$ cat src/hdl/gbpf_pkg.sv
`default_nettype none
package gbpf_pkg;

    typedef enum logic [1:0] {
        CMD_DRAW = 2'd0,
        CMD_LOAD = 2'd1,
        CMD_READ = 2'd2,
        CMD_NONE = 2'd3
    } cmd_t;

    typedef enum logic [1:0] {
        MODE_WHITE        = 2'd0,
        MODE_BLACK        = 2'd1,
        MODE_WHITE_ON_BLK = 2'd2,
        MODE_BLACK_ON_WHT = 2'd3
    } mode_t;

    typedef enum logic [2:0] {
        ST_IDLE,
        ST_FONT_RD,
        ST_FB_RD,
        ST_FB_WR,
        ST_RD_WAIT,
        ST_DONE
    } back_state_t;

    localparam int unsigned GLYPH_COUNT = 95;
    localparam int unsigned CODE_FIRST  = 32;
    localparam int unsigned CODE_LAST   = 126;
    localparam int unsigned CODE_QMARK  = 63;

    // Map a character code to its glyph index.
    function automatic logic [6:0] glyph_index(input logic [7:0] code);
        logic [6:0] g;
        begin
            if (code < 8'(CODE_FIRST)) begin
                g = 7'd0;
            end else if (code > 8'(CODE_LAST)) begin
                g = 7'(CODE_QMARK - CODE_FIRST);
            end else begin
                g = 7'(code - 8'(CODE_FIRST));
            end
            return g;
        end
    endfunction

    // One framebuffer byte after fill and glyph pixels are applied.
    function automatic logic [7:0] paint(input logic [7:0] v_in, input logic [7:0] mask,
                                         input logic [7:0] bits, input mode_t mode);
        logic [7:0] v;
        begin
            v = v_in;
            if (mode == MODE_WHITE_ON_BLK) begin
                v = v | mask;
            end else if (mode == MODE_BLACK_ON_WHT) begin
                v = v & ~mask;
            end
            if (mode == MODE_BLACK || mode == MODE_BLACK_ON_WHT) begin
                v = v | bits;
            end else begin
                v = v & ~bits;
            end
            return v;
        end
    endfunction

endpackage
`default_nettype wire

$ cat src/hdl/gbpf_cmd_if.sv
`default_nettype none
interface gbpf_cmd_if;
    logic       valid;
    logic       ready;
    logic [1:0] cmd;
    logic signed [7:0] x_pos;
    logic signed [7:0] y_pos;
    logic [7:0] char_code;
    logic [1:0] color_mode;
    logic [9:0] font_address;
    logic [7:0] font_byte;
    logic [9:0] fb_address;

    modport source (output valid, cmd, x_pos, y_pos, char_code, color_mode,
                    font_address, font_byte, fb_address, input ready);
    modport sink (input valid, cmd, x_pos, y_pos, char_code, color_mode,
                  font_address, font_byte, fb_address, output ready);
endinterface
`default_nettype wire

$ cat src/hdl/gbpf_job_if.sv
`default_nettype none
// Classified job passed from the front end to the back end through the queue.
interface gbpf_job_if #(
    parameter int unsigned XW = 8,
    parameter int unsigned PW = 5,
    parameter int unsigned AW = 10,
    parameter int unsigned FW = 10
);
    logic          valid;
    logic          ready;
    logic [1:0]    cmd;
    logic          draw_ok;
    logic [XW-1:0] x;
    logic [PW-1:0] page;
    logic [2:0]    shift;
    logic          has_lower;
    logic [6:0]    glyph;
    logic [1:0]    mode;
    logic [FW-1:0] font_addr;
    logic          font_ok;
    logic [7:0]    font_byte;
    logic [AW-1:0] fb_addr;
    logic          fb_ok;

    modport source (output valid, cmd, draw_ok, x, page, shift, has_lower, glyph, mode,
                    font_addr, font_ok, font_byte, fb_addr, fb_ok, input ready);
    modport sink (input valid, cmd, draw_ok, x, page, shift, has_lower, glyph, mode,
                  font_addr, font_ok, font_byte, fb_addr, fb_ok, output ready);
endinterface
`default_nettype wire

$ cat src/hdl/gbpf_front.sv
`default_nettype none
// Front end: checks clipping and ranges and hands a classified job to a
// two-entry queue.
module gbpf_front #(
    parameter int unsigned SCREEN_WIDTH  = 96,
    parameter int unsigned SCREEN_HEIGHT = 64,
    parameter int unsigned GLYPH_WIDTH   = 6,
    parameter int unsigned XW = 8,
    parameter int unsigned PW = 5,
    parameter int unsigned AW = 10,
    parameter int unsigned FW = 10
) (
    input  wire logic clk,
    input  wire logic rst_n,
    gbpf_cmd_if.sink  cmd_in,
    gbpf_job_if.source job_out
);
    localparam int unsigned PAGE_ROWS   = (SCREEN_HEIGHT + 7) / 8;
    localparam int unsigned FRAME_BYTES = SCREEN_WIDTH * PAGE_ROWS;
    localparam int unsigned FONT_BYTES  = gbpf_pkg::GLYPH_COUNT * GLYPH_WIDTH;
    localparam int unsigned QW = 2 + 1 + XW + PW + 3 + 1 + 7 + 2 + FW + 1 + 8 + AW + 1;

    logic [QW-1:0] q_reg [2];
    logic          wr_ptr_reg, rd_ptr_reg;
    logic [1:0]    cnt_reg;
    logic [QW-1:0] entry;
    logic          push, pop;

    logic signed [9:0] xs, ys;
    logic          clip_ok;
    logic [7:0]    y_u;
    logic [PW-1:0] page;
    logic          lower;

    always_comb
    begin
        xs      = 10'(cmd_in.x_pos);
        ys      = 10'(cmd_in.y_pos);
        y_u     = cmd_in.y_pos;
        page    = PW'(y_u >> 3);
        clip_ok = (ys >= 0) && (ys < 10'(SCREEN_HEIGHT)) && (xs >= 0)
                  && (xs + 10'(GLYPH_WIDTH) - 10'sd1 < 10'(SCREEN_WIDTH));
        lower   = (y_u[2:0] != 3'd0) && (9'(page) + 9'd1 < 9'(PAGE_ROWS));
        entry = {cmd_in.cmd, clip_ok, XW'(cmd_in.x_pos), page, y_u[2:0], lower,
                 gbpf_pkg::glyph_index(cmd_in.char_code), cmd_in.color_mode,
                 FW'(cmd_in.font_address),
                 (32'(cmd_in.font_address) < FONT_BYTES), cmd_in.font_byte,
                 AW'(cmd_in.fb_address),
                 (32'(cmd_in.fb_address) < FRAME_BYTES)};
    end

    assign cmd_in.ready  = (cnt_reg != 2'd2);
    assign push          = cmd_in.valid && cmd_in.ready;
    assign pop           = job_out.valid && job_out.ready;
    assign job_out.valid = (cnt_reg != 2'd0);

    logic [QW-1:0] head;
    assign head = q_reg[rd_ptr_reg];
    assign {job_out.cmd, job_out.draw_ok, job_out.x, job_out.page, job_out.shift,
            job_out.has_lower, job_out.glyph, job_out.mode, job_out.font_addr,
            job_out.font_ok, job_out.font_byte, job_out.fb_addr, job_out.fb_ok} = head;

    always_ff @(posedge clk)
    begin
        if (push)
        begin
            q_reg[wr_ptr_reg] <= entry;
        end
    end

    always_ff @(posedge clk or negedge rst_n)
    begin
        if (!rst_n)
        begin
            wr_ptr_reg <= 1'b0;
            rd_ptr_reg <= 1'b0;
            cnt_reg    <= 2'd0;
        end
        else
        begin
            if (push) wr_ptr_reg <= ~wr_ptr_reg;
            if (pop)  rd_ptr_reg <= ~rd_ptr_reg;
            cnt_reg <= cnt_reg + 2'(push) - 2'(pop);
        end
    end
endmodule
`default_nettype wire

$ cat src/flat_wrapper.sv
// flat-port wrapper written by rule: the top's interface ports become plain ports
module gbpf_front_flat 
#(
    parameter int unsigned SCREEN_WIDTH  = 96,
    parameter int unsigned SCREEN_HEIGHT = 64,
    parameter int unsigned GLYPH_WIDTH   = 6,
    parameter int unsigned XW = 8,
    parameter int unsigned PW = 5,
    parameter int unsigned AW = 10,
    parameter int unsigned FW = 10
)
  (clk, rst_n, cmd_in_valid, cmd_in_cmd, cmd_in_x_pos, cmd_in_y_pos, cmd_in_char_code, cmd_in_color_mode, cmd_in_font_address, cmd_in_font_byte, cmd_in_fb_address, cmd_in_ready, job_out_valid, job_out_cmd, job_out_draw_ok, job_out_x, job_out_page, job_out_shift, job_out_has_lower, job_out_glyph, job_out_mode, job_out_font_addr, job_out_font_ok, job_out_font_byte, job_out_fb_addr, job_out_fb_ok, job_out_ready);
  gbpf_cmd_if cmd_in_i ();
  gbpf_job_if #(.XW(XW), .PW(PW), .AW(AW), .FW(FW)) job_out_i ();
  input  wire logic clk;
  input  wire logic rst_n;
  input wire logic [$bits(cmd_in_i.valid)-1:0] cmd_in_valid;
  input wire logic [$bits(cmd_in_i.cmd)-1:0] cmd_in_cmd;
  input wire logic [$bits(cmd_in_i.x_pos)-1:0] cmd_in_x_pos;
  input wire logic [$bits(cmd_in_i.y_pos)-1:0] cmd_in_y_pos;
  input wire logic [$bits(cmd_in_i.char_code)-1:0] cmd_in_char_code;
  input wire logic [$bits(cmd_in_i.color_mode)-1:0] cmd_in_color_mode;
  input wire logic [$bits(cmd_in_i.font_address)-1:0] cmd_in_font_address;
  input wire logic [$bits(cmd_in_i.font_byte)-1:0] cmd_in_font_byte;
  input wire logic [$bits(cmd_in_i.fb_address)-1:0] cmd_in_fb_address;
  output wire logic [$bits(cmd_in_i.ready)-1:0] cmd_in_ready;
  output wire logic [$bits(job_out_i.valid)-1:0] job_out_valid;
  output wire logic [$bits(job_out_i.cmd)-1:0] job_out_cmd;
  output wire logic [$bits(job_out_i.draw_ok)-1:0] job_out_draw_ok;
  output wire logic [$bits(job_out_i.x)-1:0] job_out_x;
  output wire logic [$bits(job_out_i.page)-1:0] job_out_page;
  output wire logic [$bits(job_out_i.shift)-1:0] job_out_shift;
  output wire logic [$bits(job_out_i.has_lower)-1:0] job_out_has_lower;
  output wire logic [$bits(job_out_i.glyph)-1:0] job_out_glyph;
  output wire logic [$bits(job_out_i.mode)-1:0] job_out_mode;
  output wire logic [$bits(job_out_i.font_addr)-1:0] job_out_font_addr;
  output wire logic [$bits(job_out_i.font_ok)-1:0] job_out_font_ok;
  output wire logic [$bits(job_out_i.font_byte)-1:0] job_out_font_byte;
  output wire logic [$bits(job_out_i.fb_addr)-1:0] job_out_fb_addr;
  output wire logic [$bits(job_out_i.fb_ok)-1:0] job_out_fb_ok;
  input wire logic [$bits(job_out_i.ready)-1:0] job_out_ready;
  assign cmd_in_i.valid = cmd_in_valid;
  assign cmd_in_i.cmd = cmd_in_cmd;
  assign cmd_in_i.x_pos = cmd_in_x_pos;
  assign cmd_in_i.y_pos = cmd_in_y_pos;
  assign cmd_in_i.char_code = cmd_in_char_code;
  assign cmd_in_i.color_mode = cmd_in_color_mode;
  assign cmd_in_i.font_address = cmd_in_font_address;
  assign cmd_in_i.font_byte = cmd_in_font_byte;
  assign cmd_in_i.fb_address = cmd_in_fb_address;
  assign cmd_in_ready = cmd_in_i.ready;
  assign job_out_valid = job_out_i.valid;
  assign job_out_cmd = job_out_i.cmd;
  assign job_out_draw_ok = job_out_i.draw_ok;
  assign job_out_x = job_out_i.x;
  assign job_out_page = job_out_i.page;
  assign job_out_shift = job_out_i.shift;
  assign job_out_has_lower = job_out_i.has_lower;
  assign job_out_glyph = job_out_i.glyph;
  assign job_out_mode = job_out_i.mode;
  assign job_out_font_addr = job_out_i.font_addr;
  assign job_out_font_ok = job_out_i.font_ok;
  assign job_out_font_byte = job_out_i.font_byte;
  assign job_out_fb_addr = job_out_i.fb_addr;
  assign job_out_fb_ok = job_out_i.fb_ok;
  assign job_out_i.ready = job_out_ready;
  gbpf_front #(.SCREEN_WIDTH(SCREEN_WIDTH), .SCREEN_HEIGHT(SCREEN_HEIGHT), .GLYPH_WIDTH(GLYPH_WIDTH), .XW(XW), .PW(PW), .AW(AW), .FW(FW)) u_core (.clk(clk), .rst_n(rst_n), .cmd_in(cmd_in_i), .job_out(job_out_i));
endmodule
$ cat config.mk
export PLATFORM = sky130hd
export DESIGN_NAME = gbpf_front_flat
export DESIGN_NICKNAME = d
export VERILOG_FILES = /design/src/hdl/gbpf_pkg.sv /design/src/hdl/gbpf_cmd_if.sv /design/src/hdl/gbpf_job_if.sv /design/src/hdl/gbpf_front.sv /design/src/flat_wrapper.sv
export SDC_FILE = /design/constraint.sdc
export NUM_CORES = 1
export LEC_CHECK = 0
export BUFFER_PORTS_ARGS = -buffer_cell sky130_fd_sc_hd__buf_2
export CORE_UTILIZATION = 30
export DETAILED_ROUTE_END_ITERATION = 12
export GPL_TIMING_DRIVEN = 0
export RECOVER_POWER = 50
export SYNTH_ARGS = -nofsm -noshare
export SYNTH_HDL_FRONTEND = slang
export SYNTH_SLANG_ARGS = --single-unit
export TNS_END_PERCENT = 50
$ cat constraint.sdc
create_clock -name clk -period 6.3 [get_ports clk]
set_clock_uncertainty 0.05 [all_clocks]
set_input_delay 0 -clock clk [delete_from_list [all_inputs] [get_ports clk]]
set_output_delay 0 -clock clk [all_outputs]
set_load 0.02 [all_outputs]
=== Yosys cells after proc, flatten, opt, wreduce, memory -nomap -nowiden ===
Memories as Yosys holds them, arrays and structs flattened.
Index checks and enable logic that the tools add are counted.

* Memories kept: 1
* Bits in read-only memories: 0
* Word-level logic and storage cells: 34
* Bits in latches: 0
* Memory bits (writable): 118
* Register bits: 4
* Output and inout bits: 61
* Input port bits: 60

* $mul: 0
* Reduce and logical (&&, ||, !) cells: 8
* Multiplexer cells: 4
* Div/mod/pow operators: 0
* Shift operators: 0
* Bitwise logic cells: 2
* Add/sub/neg operators: 6
* Order comparisons: 9
* Equal/unequal tests: 1

{| class="wikitable"
|+ Memories
! name !! words !! width !! read ports !! clocked after Yosys merged registers in !! wr ports !! RTL line !! RTL
|-
| u_core.q_reg || 2 || 59 || 1 || 0 || 1 || gbpf_front.sv:23 || <nowiki>logic [QW-1:0] q_reg [2];</nowiki>
|}

{| class="wikitable"
|+ Operators with widths
! kind !! number
|-
| less-than comparator 10 bit, second input constant || 2
|-
| less-than comparator 10 x 7 -> 1 bit, second input constant || 2
|-
| greater-or-equal comparator 8 x 1 -> 1 bit, second input constant || 2
|-
| 2-to-1 mux 7 bit || 2
|-
| subtractor 10 x 1 -> 10 bit, second input constant || 1
|-
| adder 8 x 4 -> 9 bit, second input constant || 1
|-
| less-than comparator 9 x 4 -> 1 bit, second input constant || 1
|-
| greater-than comparator 8 x 7 -> 1 bit, second input constant || 1
|-
| less-than comparator 8 x 6 -> 1 bit, second input constant || 1
|-
| subtractor 7 x 6 -> 7 bit, second input constant || 1
|-
| adder 5 x 1 -> 6 bit, second input constant || 1
|-
| logical AND 1 bit || 6
|-
| nonzero test 3 bit || 1
|-
| adder 2 x 1 -> 2 bit || 1
|-
| 2-to-1 mux 1 bit || 2
|-
| inequality test 2 bit, second input constant || 1
|-
| inverter 1 bit || 2
|-
| nonzero test 2 bit || 1
|-
| subtractor 2 x 1 -> 2 bit || 1
|}

=== Logic depth before layout (Yosys ltp) ===
* Word-level depth: 4
* Mapped depth: 7
* Gate-level depth less buffers: 7

=== Worst setup path after synthesis ===
Ideal clock, no wire load.

* Path type: register to register
* Start: register u_core.cnt_reg[1]
* End: memory u_core.q_reg[0][0] in the netlist's numbering (enable)
* Setup time: 0.476 ns
* Setup slack: 2.576 ns
* Cell stages (with the launch flop): 4
* Data required time: 5.774 ns
* Data arrival time: 3.198 ns
* Path through: dfrtp_1 nand2_1 nand2_1 nor2_1

* Longest elaborated chain between the ends: 4

{| class="wikitable"
|+ Ends and longest elaborated chain
! item !! RTL line !! RTL
|-
| from (decl) || gbpf_front.sv:25 || <nowiki>logic [1:0] cnt_reg;</nowiki>
|-
| from (signal assigned) || gbpf_front.sv:83 || <nowiki>cnt_reg <= cnt_reg + 2'(push) - 2'(pop);</nowiki>
|-
| inequality test 2 bit || gbpf_front.sv:52 || <nowiki>assign cmd_in.ready = (cnt_reg != 2'd2);</nowiki>
|-
| net cmd_in_ready || flat_wrapper.sv:26 || <nowiki>output wire logic [$bits(cmd_in_i.ready)-1:0] cmd_in_ready;</nowiki>
|-
| logical AND 1 bit || gbpf_front.sv:53 || <nowiki>assign push = cmd_in.valid && cmd_in.ready;</nowiki>
|-
| 2-to-1 mux 1 bit || gbpf_front.sv:65 || <nowiki>if (push)</nowiki>
|-
| 2-to-1 mux 1 bit (not written as such) || gbpf_front.sv:67 || <nowiki>q_reg[wr_ptr_reg] <= entry;</nowiki>
|-
| to (decl) || gbpf_front.sv:23 ||
|}

The timed path passes the listed nets, and every way through them passes these cells.

=== Final worst setup path ===
* Start: register u_core.cnt_reg[1]
* End: memory u_core.q_reg[0][40] in the netlist's numbering (enable)

* Longest elaborated chain between the ends: 4

{| class="wikitable"
|+ Ends and longest elaborated chain
! item !! RTL line
|-
| inequality test 2 bit || gbpf_front.sv:52
|-
| logical AND 1 bit || gbpf_front.sv:53
|-
| 2-to-1 mux 1 bit || gbpf_front.sv:65
|-
| 2-to-1 mux 1 bit (not written as such) || gbpf_front.sv:67
|}

No other way between the ends.

==> results.toml <==
[status]
run_status = "complete, but fails checks"
failing_checks = "capacitance limit, slew limit"

[die]
die_area_um2 = 16700
die_x_um = 129
floorplan.initialDensity = 0.307
chipHeight_um = 129
rows = 46
boundaryPins = 121
coreArea_um2 = 15800

[placed_design]
place_congestion = 0.696
detailed_place_hpwl_mm = 6.48
pre_cts_slack_ns = 4.31
port_buffers = 120

[logic_synthesis]
syn_area_per_cell_um2 = 19.0
yosysUniqueCellTypes = 44
synthesis.area_um2 = 4860
ys_seq_elements = 122
post_synthesis_net_count = 321
syn-instance-count = 256
synthesis.yosys.warnings = 0
ys_seq_area_frac = 0.750

[power]
irDropWorstVdd_mv = 0.170
static-leakage-power_nw = 2.52
power.density_nw_per_um2 = 445
total_power_w = 0.00306

[timing]
max-slew-margin-rel = -0.945
setup_repair_after_global_routing_missed_its_margin = "no"
hold_viol_final = 0
setup_violations = 0
post-route-min-period_ns = 3.34
clock.fmax_mhz = 300
min_period_over_period = 0.530
report.final.slew_viol_count = 60
tightestPinTransition_ns = 2.92
setup-tns-final_ns = 0
finalWorstSetupSlack_ns = 2.96

[setup_path]
worst-setup-path-type = "reg2reg"
crit_end = "u_core.q_reg[0][40]"
data_required_time_at_the_worst_endpoint_ns = 6.35
worstReg2RegEnd = "u_core.q_reg[0][40]"
worstPathArrival_ns = 3.39
r2r.worst_path.cells = 5
worst_setup_path_startpoint = "u_core.cnt_reg[1]"
critPathLaunchType = "register"
reg2reg_slack_ns = 2.96
reg2reg_from = "u_core.cnt_reg[1]"
worst-path-max-fanout = 25
worstSetupEndpointType = "register"

[grt]
grt_first_pass_wirelength_mm = 15.1
grt_start_max_net_pins = 60
first_global_vias = 2976
globalRouteOverflowTotal = 0
initial_antenna_violation_count = 0
gr-usage-all-layers = 0.125

[drt]
detail_route.iter0.violations = 127
routed_via_count = 2958
ant_nets = 0
viasPerCell = 4.31
first_pass_iters = 4
wl_per_cell_um = 14.7
post-route-drc-count = 0
route.final.wire_length_mm = 10.1

[finish]
layout.cells.most_common_list = "edfxtp_1, buf_2, dlygate4sd3_1"
mostFrequentLayoutCell = "edfxtp_1"
nets = 523
flow.area_growth_from_synthesis_pct = 41.5
drive_gt1_frac = 0.376
antenna_cells = 0
number_of_flip_flops_under_the_largest_register_name = 118
postLayoutCoreUtil = 0.434

[clock_network]
cts_max_level = 4
cts.path.max_buffers = 2
clockRootBuffer = "clkbuf_16"
cts.sink_count = 122
post_cts_resize_count = 0
clock_network_latency_to_the_later_pin_of_the_worst_skew_pair_ns = 0.40
tritoncts = "done"
clk_transition_reported_paths_ns = 0.05
tritoncts.num_buffers = 17

[min_path]
min_path_type = "in2reg"

[flow_run]
max_cap_violations = 1
routing by layer:
metal  vias to the layer above  GRT usage  part of all wire
met3                        11     0.0462             0.051
met4                         0     0.0540             0.013
met1                      1450      0.137              0.43
met2                        79      0.217              0.51
met5                         -          0                 0
li1                       1418          -                 -
layout make-up:
cell class,count,area (µm²)
fillers,1442,8960
flip-flops and latches,122,3640
repair buffers,183,1180
multi-input cells,120,1140
clock buffers,24,472
well taps,216,270
clock inverters,8,96.3
plain buffers,9,51.3
inverters,5,18.8
synthesized netlist by cell type:
cell type / count / share of area
a211oi_2: 1 / 0.0026
a21boi_0: 1 / 0.0015
a21boi_1: 1 / 0.0015
a21o_1: 5 / 0.0077
a221oi_2: 1 / 0.0031
a22oi_1: 1 / 0.0015
a311oi_1: 1 / 0.0018
a31o_2: 1 / 0.0018
a31oi_1: 2 / 0.0026
and2_1: 1 / 0.0013
and2b_2: 1 / 0.0018
and3_1: 2 / 0.0026
and4b_1: 1 / 0.0021
buf_2: 6 / 0.0062
buf_4: 1 / 0.0015
buf_6: 1 / 0.0023
clkbuf_1: 1 / 0.00077
dfrtp_1: 4 / 0.021
edfxtp_1: 118 / 0.73
ha_1: 5 / 0.013
inv_1: 5 / 0.0039
mux2_2: 59 / 0.14
mux2_4: 1 / 0.0031
mux2i_1: 1 / 0.0021
nand2_1: 5 / 0.0039
nand2b_4: 1 / 0.0028
nand3_1: 1 / 0.0010
nand3b_1: 3 / 0.0046
nand4b_1: 1 / 0.0018
nor2_1: 4 / 0.0031
nor3_1: 1 / 0.0010
nor3b_1: 1 / 0.0015
nor4_1: 1 / 0.0013
o2111a_1: 1 / 0.0023
o211a_1: 1 / 0.0021
o21ai_0: 2 / 0.0021
o21ai_1: 1 / 0.0010
o31a_1: 1 / 0.0018
o41ai_1: 2 / 0.0036
or2_2: 2 / 0.0026
or2b_2: 1 / 0.0018
or3_1: 2 / 0.0026
xnor2_1: 3 / 0.0054
xor2_1: 1 / 0.0018
cell families after synthesis:
family,synth area share
adder cells (fa/ha/maj),0.0129
flip-flops,0.750
XOR/XNOR,0.00722
multiplexers,0.142
AO/OA/AOI/OAI,0.0371
buffers and inverters,0.0147
AND/OR/NAND/NOR,0.0358
power by group:
group / internal (W) / switching, W / leakage [nW]
clock network: 0.000600 / 0.000327 / 0.278
registers: 0.00112 / 0.0000394 / 1.14
logic: 0.000381 / 0.000586 / 1.10
timing repair:
action,4_1_cts,5_1_grt
hold buffers,61,0
hold endpoints to repair,124,0
setup buffers,0,0
critical path: stages (launching register included):
cell and delay [ns]:
dfrtp_1 0.40, nand2_1 0.13, nand2_1 0.11, nor2_1 0.99, clkbuf_1 1.03, buf_12 0.29
worst min path at each step:
stage | from | end | depth (start not counted) | slack (ns)
after floorplan | rst_n | u_core.cnt_reg[0] | 0 | -0.35
after global placement | rst_n | u_core.wr_ptr_reg | 1 | -0.24
after detailed placement | rst_n | u_core.wr_ptr_reg | 1 | -0.24
after CTS | cmd_in_font_address[0] | u_core.q_reg[0][20] | 2 | 0.24
after global routing | cmd_in_cmd[0] | u_core.q_reg[1][57] | 2 | 0.27
final | cmd_in_font_byte[1] | u_core.q_reg[0][12] | 2 | 0.28
stage by stage:
stage	std cells	hold slack, ns	instance area, µm²
after floorplan	256	-0.346	4860
after global placement	592	-0.241	5730
after detailed placement	594	-0.237	5790
after CTS	687	0.243	6970
after global routing	687	0.272	6870
final	687	0.278	6870
No activity file was read; power rests on OpenSTA's default activity.
